## config.mk

```make
export PLATFORM = sky130hd
export DESIGN_NAME = mld_front
export DESIGN_NICKNAME = d
export VERILOG_FILES = /design/src/rtl/mld_pkg.sv /design/src/rtl/mld_front.sv
export SDC_FILE = /design/constraint.sdc
export NUM_CORES = 1
export LEC_CHECK = 0
export ABC_AREA = 1
export CAP_MARGIN = 20
export CORE_MARGIN = 5
export CORE_UTILIZATION = 45
export DETAILED_ROUTE_END_ITERATION = 10
export DONT_BUFFER_PORTS = 1
export HOLD_SLACK_MARGIN = 0.02
export SYNTH_ARGS = -nofsm -noshare
export SYNTH_HDL_FRONTEND = slang
export SYNTH_SLANG_ARGS = --single-unit
```

## constraint.sdc

```tcl
create_clock -name clk -period 3.55 [get_ports clk]
set_clock_uncertainty 0.05 [all_clocks]
set_input_delay 0 -clock clk [delete_from_list [all_inputs] [get_ports clk]]
set_output_delay 0 -clock clk [all_outputs]
set_load 0.005 [all_outputs]
```

## src/rtl/mld_pkg.sv

```systemverilog
`default_nettype none
package mld_pkg;
  localparam int unsigned NumChan = 32;
  localparam int unsigned ChanBits = 5;
  localparam int unsigned MaxFrames = 4096;
  localparam int unsigned FrameBits = 13;
  localparam int unsigned SampleBits = 24;
  localparam int unsigned CoeffBits = 17;
  localparam int unsigned FracBits = 16;
  localparam int unsigned SumBits = 60;
  localparam logic [CoeffBits-1:0] Unity = 17'h10000;
  localparam logic [SampleBits-1:0] FullScale = 24'h800000;

  localparam logic [1:0] RegMode = 2'd0;
  localparam logic [1:0] RegCount = 2'd1;
  localparam logic [1:0] RegAttack = 2'd2;
  localparam logic [1:0] RegRelease = 2'd3;

  typedef struct packed {
    logic [SampleBits-1:0] sample;
    logic [SampleBits-1:0] mag;
    logic [ChanBits-1:0] chan;
    logic last;
  } item_t;

  typedef enum logic [2:0] {
    S_IDLE, S_RD, S_CALC, S_ENDDIV, S_ENDSQRT, S_ENDSM, S_OUT
  } bstate_t;
endpackage
`default_nettype wire

```

## src/rtl/mld_front.sv

```systemverilog
`default_nettype none
module mld_front import mld_pkg::*; (
  input  wire logic clk,
  input  wire logic rst,
  input  wire logic in_valid,
  output logic in_stall,
  input  wire logic [SampleBits-1:0] sample,
  input  wire logic last_in_block,
  input  wire logic [5:0] channel_count,
  output logic q_valid,
  input  wire logic q_stall,
  output item_t q_item
);
  logic [ChanBits-1:0] chan;
  logic [5:0] ch;
  logic [ChanBits-1:0] c;
  logic [5:0] c1;
  item_t fifo [2];
  logic wp, rp;
  logic [1:0] cnt;
  logic push, pop;

  always_comb begin
    if (channel_count == 6'd0) ch = 6'd2;
    else if (channel_count > 6'd32) ch = 6'd32;
    else ch = channel_count;
    c = ({1'b0, chan} >= ch) ? '0 : chan;
    c1 = {1'b0, c} + 6'd1;
  end

  assign in_stall = (cnt == 2'd2);
  assign push = in_valid && !in_stall;
  assign q_valid = (cnt != 2'd0);
  assign pop = q_valid && !q_stall;
  assign q_item = fifo[rp];

  always_ff @(posedge clk) begin
    if (push) begin
      fifo[wp].sample <= sample;
      fifo[wp].mag <= sample[SampleBits-1] ? (~sample + 1'b1) : sample;
      fifo[wp].chan <= c;
      fifo[wp].last <= last_in_block;
    end
    if (rst) begin
      wp <= 1'b0;
      rp <= 1'b0;
      cnt <= '0;
      chan <= '0;
    end else begin
      if (push) begin
        wp <= ~wp;
        chan <= (last_in_block || c1 >= ch) ? '0 : c1[ChanBits-1:0];
      end
      if (pop) rp <= ~rp;
      cnt <= cnt + {1'b0, push} - {1'b0, pop};
    end
  end
endmodule
`default_nettype wire

```

==> results.sh, run 1 <==
export IMPL_io_buffers=0
export IMPL_crit_type="register to register"
export IMPL_wl_per_cell_um=17.9
export IMPL_period_share_pct=91.3
export IMPL_cts_setup_buffers=0
export IMPL_hpwlAfterDp_um=6950
export IMPL_antenna_found_initial=0
export IMPL_synth_nets=446
export IMPL_synth_top_family_by_area="multiplexers"
export IMPL_outcome="finished clean"
export IMPL_dp_cells=534
export IMPL_worst_slack_ps=309
export IMPL_synthMuxAreaShare_pct=11.4
export IMPL_final_core_util_pct=54.9
export IMPL_nFillCells=986
export IMPL_period_needed_ps=3240
export IMPL_cp_num_buf_inv=1
export IMPL_ioPinCount=91
export IMPL_cts_sinks=116
export IMPL_synthCells=396
export IMPL_ys_seq_area_share_pct=64.5
export IMPL_crit_path_end_kind="register"
export IMPL_yosys_area_share_simple_pct=9.68
export IMPL_seq_area_mm2=0.00338
export IMPL_cpMaxStageDelayCell="dfxtp_1"
export IMPL_power_density_mw_per_mm2=656
export IMPL_avgSynthCellArea_um2=13.3
export IMPL_grt_pass1_wl_um=16800
export IMPL_cts_buffers=17
export IMPL_path_cells="ha_1 -> nand2_1 -> nand2_1 -> a21boi_4 -> nand2_2 -> nor2_1 -> ha_1 -> inv_1 -> nor2_1 -> nand3_1 -> and2_2 -> ha_1 -> nand2_1 -> nor2_1 -> nor3b_1 -> nand2_1 -> nor2_4 -> o21ai_0 -> a21oi_1"
export IMPL_cp_arrival_ps=3520
export IMPL_finalNonFillerCells=592
export IMPL_dpl_cell_area_mm2=0.00544
export IMPL_synth_fa_ha_area_share_pct=3.58
export IMPL_cts_tree="yes"
export IMPL_layout_drive_gt1_share_pct=22.0
export IMPL_yosys_warnings=0
export IMPL_start_util_pct=46.0
export IMPL_fp_coreArea_mm2=0.0114
export IMPL_netlist_area_mm2=0.00525
export IMPL_fmax_mhz=309
export IMPL_htreeDepth=4
export IMPL_die_w_um=118
export IMPL_dp_slack_ps=118
export IMPL_startpoint_type="register"
export IMPL_vias=3089
export IMPL_layout_common_cells="edfxtp_1 (106), mux2_2 (53), nand2_1 (50)"
export IMPL_critical_path_peak_fanout=6
export IMPL_detail_route_first_pass_iterations=4
export IMPL_relSlewSlack_pct=44.3
export IMPL_drtAntennaViolNets=0
export IMPL_grt_pass1_vias=3151
export IMPL_p_leak_nw=2.32
export IMPL_die_h_um=118
export IMPL_path_delay_family="simple AND/OR/NAND/NOR gates"
export IMPL_clk_pin_slew_ps=50
export IMPL_finalSetupViolCount=0
export IMPL_rows=39
export IMPL_final_cell_area_mm2=0.00626
export IMPL_multi_input_area_mm2=0.00170
export IMPL_nets=488
export IMPL_clk_latency_ps=400
export IMPL_grt_max_degree=36
export IMPL_track_usage_pct=15.5
export IMPL_rsz0062_at_grt="no"
export IMPL_synth_seq_cells=116
export IMPL_cap_violations=0
export IMPL_root_buffer="clkbuf_16"
export IMPL_slew_viol_final=0
export IMPL_ir_drop_mv=0.360
export IMPL_gp_congestion=0.861
export IMPL_synth_compound_gate_area_share_pct=3.41
export IMPL_finalHoldViolCount=0
export IMPL_clk_path_buf_depth=2
export IMPL_cp_slowest_stage_delay_ps=440
export IMPL_dieArea_mm2=0.0139
export IMPL_syn2layout_area_growth_pct=19.4
export IMPL_worst_ep_required_time_ps=3830
export IMPL_drtIter0Drc=231
export IMPL_ys_types=32
export IMPL_antenna_cells=0
export IMPL_worstHoldPathType="input pin to register"
export IMPL_synth_xor_area_share_pct=3.84
export IMPL_wl_um=10600
export IMPL_final_common_cell="edfxtp_1"
export IMPL_vias_per_cell=5.22
export IMPL_tns_ps=0
export IMPL_path_common_cell="nand2_1"
export IMPL_route_detailed_drc=0
export IMPL_grt_overflow=0
export IMPL_worst_pin_slew_ps=833
-- per-layer routing --
metal	global-route usage [%]	vias up	wire length, µm
li1	-	1486	-
met1	18.8	1506	4570
met5	0	-	0
met4	6.09	0	127
met2	24.5	86	5120
met3	6.49	11	761
-- report_power, final --
part | switching, mW | total, mW | internal [mW]
Clock | 0.528 | 1.53 | 1.01
Combinational | 0.433 | 0.745 | 0.312
Sequential | 0.0758 | 1.83 | 1.76
Total | 1.04 | 4.11 | 3.07
-- worst register-to-register path: cells and delay by family (launching register included) --
| family | cells | cell delay (ps) |
|---|---|---|
| compound gates | 3 | 420 |
| fa+ha+maj | 3 | 780 |
| buf+inv | 1 | 50 |
| flops | 1 | 440 |
| simple gates | 12 | 1410 |
-- cell usage after synthesis, drive strengths merged --
library cell / count / area share (%)
a21boi: 2 / 0.50
a21oi: 13 / 1.5
xnor2: 7 / 1.2
edfxtp: 106 / 61
or2: 1 / 0.12
ha: 15 / 3.6
clkbuf: 2 / 0.14
nand3b: 1 / 0.14
a31oi: 1 / 0.12
nand2: 52 / 3.8
dfxtp: 10 / 3.8
nand3: 16 / 1.7
nor2: 33 / 2.5
and2: 1 / 0.14
o31ai: 3 / 0.43
buf: 8 / 0.79
o21ai: 8 / 0.91
nor3: 3 / 0.29
xor2: 16 / 2.7
nor3b: 5 / 0.72
inv: 38 / 2.7
nor4: 2 / 0.24
mux2: 53 / 11
-- sequential cells by signal, summed over array words and instances (netlist names), named ones only --
register and flops:
chan 5, cnt 2, fifo 106, rp 1
wp 1
-- metrics by stage --
step	power [mW]	hold slack (ps)
after global placement	2.57	14.9
after floorplan	2.40	48.9
after detailed placement	2.58	15.7
after CTS	4.17	21.9
after global routing	4.32	61.2
final	4.11	36.7
-- cell families after synthesis --
family / after synthesis
flops: 116
simple gates: 114
mux: 53
buf+inv: 48
compound gates: 27
xor+xnor: 23
fa+ha+maj: 15
-- final timing paths --
check	to	cells after the start	startpoint	slack, ps
max	chan[0]$_SDFFE_PP0P_	19	chan[3]$_SDFFE_PP0P_	310
min	fifo[0][15]$_DFFE_PP_	4	sample[7]	40
max reg2reg	chan[0]$_SDFFE_PP0P_	19	chan[3]$_SDFFE_PP0P_	310
min reg2reg	chan[0]$_SDFFE_PP0P_	2	chan[0]$_SDFFE_PP0P_	440
-- layout make-up --
type / count / area share, %
multi-input combinational: 232 / 27.1
inverter: 38 / 2.28
clock inverter: 9 / 1.42
clock buffer: 21 / 7.03
tap: 143 / 2.86
sequential: 116 / 54.0
timing repair buffer: 33 / 5.27
-- what timing repair did --
action / 4_1_cts / 5_1_grt
hold endpoints to repair: 106 / 0
hold buffers: 28 / 0
setup endpoints to repair: 0 / 5
resized for setup: 0 / 3
Note: power is estimated with default switching activity, not from simulation.
==> run 2: changes to the inputs <==
clock period = 4 ns   (was 3.55 ns; I/O delays follow)
==> run 2 against run 1 <==
Cell area barely moved. Critical path type unchanged. Via count shrank 0.26%. First-iteration DRC count shrank 16%. Die area did not move. Maximum frequency is 9.0% lower. Highest routed layer unchanged.
==> results.sh, run 2 (synthesized netlist as in run 1, its figures left out) <==
export IMPL_slew_viol_final=0
export IMPL_cts_resized=0
export IMPL_clk_latency_ps=400
export IMPL_rsz0062_at_grt="no"
export IMPL_finalHoldViolCount=0
export IMPL_final_cell_area_mm2=0.00626
export IMPL_grt_overflow=0
export IMPL_power_density_mw_per_mm2=586
export IMPL_wl_um=10700
export IMPL_detail_route_first_pass_iterations=4
export IMPL_worst_pin_slew_ps=799
export IMPL_period_needed_ps=3560
export IMPL_drtAntennaViolNets=0
export IMPL_cts_sinks=116
export IMPL_die_w_um=118
export IMPL_route_detailed_drc=0
export IMPL_critical_path_peak_fanout=5
export IMPL_rows=39
export IMPL_grt_pass1_wl_um=16900
export IMPL_grt_max_degree=36
export IMPL_nets=488
export IMPL_nFillCells=986
export IMPL_cp_arrival_ps=3840
export IMPL_period_share_pct=89.0
export IMPL_relSlewSlack_pct=46.5
export IMPL_reg_largest_list="fifo x106, chan x5, cnt x2"
export IMPL_gp_congestion=0.857
export IMPL_wl_per_cell_um=18.0
export IMPL_root_buffer="clkbuf_16"
export IMPL_die_h_um=118
export IMPL_fin_hold_ws_ps=32.3
export IMPL_worst_ep_required_time_ps=4280
export IMPL_dieArea_mm2=0.0139
export IMPL_final_common_cell="edfxtp_1"
export IMPL_ir_drop_mv=0.341
export IMPL_dp_cells=533
export IMPL_crit_path_end_kind="register"
export IMPL_outcome="finished clean"
export IMPL_antenna_cells=0
export IMPL_antenna_found_initial=0
export IMPL_crit_type="register to register"
export IMPL_finalNonFillerCells=593
export IMPL_dpl_cell_area_mm2=0.00542
export IMPL_syn2layout_area_growth_pct=19.3
export IMPL_cts_buffers=17
export IMPL_grt_pass1_vias=3085
export IMPL_hpwlAfterDp_um=7040
export IMPL_track_usage_pct=15.6
export IMPL_largest_reg_flops=106
export IMPL_startpoint_type="register"
export IMPL_layout_drive_gt1_share_pct=22.7
export IMPL_ioPinCount=91
export IMPL_tns_ps=0
export IMPL_clk_path_buf_depth=2
export IMPL_fmax_mhz=281
export IMPL_start_util_pct=46.0
export IMPL_max_flop_register="fifo"
export IMPL_layout_common_cells="edfxtp_1 (106), mux2_2 (53), nand2_1 (50)"
export IMPL_io_buffers=0
export IMPL_drtIter0Drc=193
export IMPL_fp_coreArea_mm2=0.0114
export IMPL_htreeDepth=4
export IMPL_cap_violations=0
export IMPL_vias_per_cell=5.20
export IMPL_clk_pin_slew_ps=50
export IMPL_worstHoldPathType="input pin to register"
export IMPL_final_core_util_pct=54.8
export IMPL_p_leak_nw=2.32
export IMPL_finalSetupViolCount=0
export IMPL_vias=3081
export IMPL_cts_tree="yes"
-- run 2: final timing paths --
check                                           from                     to  slack (ps)  depth (start not counted)
worst min register to register  chan[0]$_SDFFE_PP0P_   chan[0]$_SDFFE_PP0P_         440                          2
worst max register to register  chan[0]$_SDFFE_PP0P_   chan[0]$_SDFFE_PP0P_         440                         22
worst max-delay path            chan[0]$_SDFFE_PP0P_   chan[0]$_SDFFE_PP0P_         440                         22
worst min-delay path                      sample[12]  fifo[1][28]$_DFFE_PP_          30                          4
-- run 2: cell type report --
class / instances / area (µm²) / area share [%]
clock buffers: 19 / 433 / 6.91
clock inverters: 12 / 115 / 1.84
inverters: 38 / 143 / 2.28
multi-input cells: 232 / 1690 / 27.0
flip-flops and latches: 116 / 3380 / 54.0
well taps: 143 / 179 / 2.86
repair buffers: 33 / 320 / 5.11
-- run 2: what timing repair did --
item / in CTS / in global routing
hold buffers: 29 / 0
endpoints found under the hold margin: 106 / 0
buffers inserted: 0 / 0
-- run 2: through the flow --
step                setup WS (ps)  total power, mW
detailed placement            432             2.28
global placement              585             2.27
CTS                           484             3.72
floorplan                     684             2.13
finish                        439             3.67
global route                 63.9             3.85
-- run 2: power by group --
group	internal, mW	switching (mW)	total (mW)	leakage, nW
Clock	0.900	0.496	1.40	0.263
Combinational	0.268	0.370	0.638	0.984
Sequential	1.56	0.0780	1.64	1.07
Total	2.73	0.944	3.67	2.32
-- run 2: layer usage --
layer  up-vias  track usage [%]  share of wire [%]
met4         0             5.81                1.4
met1      1515             19.1                 43
met5         -                0                  0
met3        11             6.10                6.5
met2        71             25.1                 49
li1       1484                -                  -
-- run 2: worst max-delay path: stages (launching register included) --
cell and delay (ps):
dfxtp_1 350, inv_1 90, ha_1 300, inv_1 60, nand2_1 50, nand2_1 60
nand2_1 50, nand2_1 130, nand2_2 110, nor2_1 260, ha_1 260, inv_1 50
nor2_1 100, nand3_1 110, and2_2 220, ha_1 270, nand2_1 80, nor2_1 50
nor3b_1 180, nand2_1 80, nor2_1 300, o21ai_0 160, a21oi_1 130
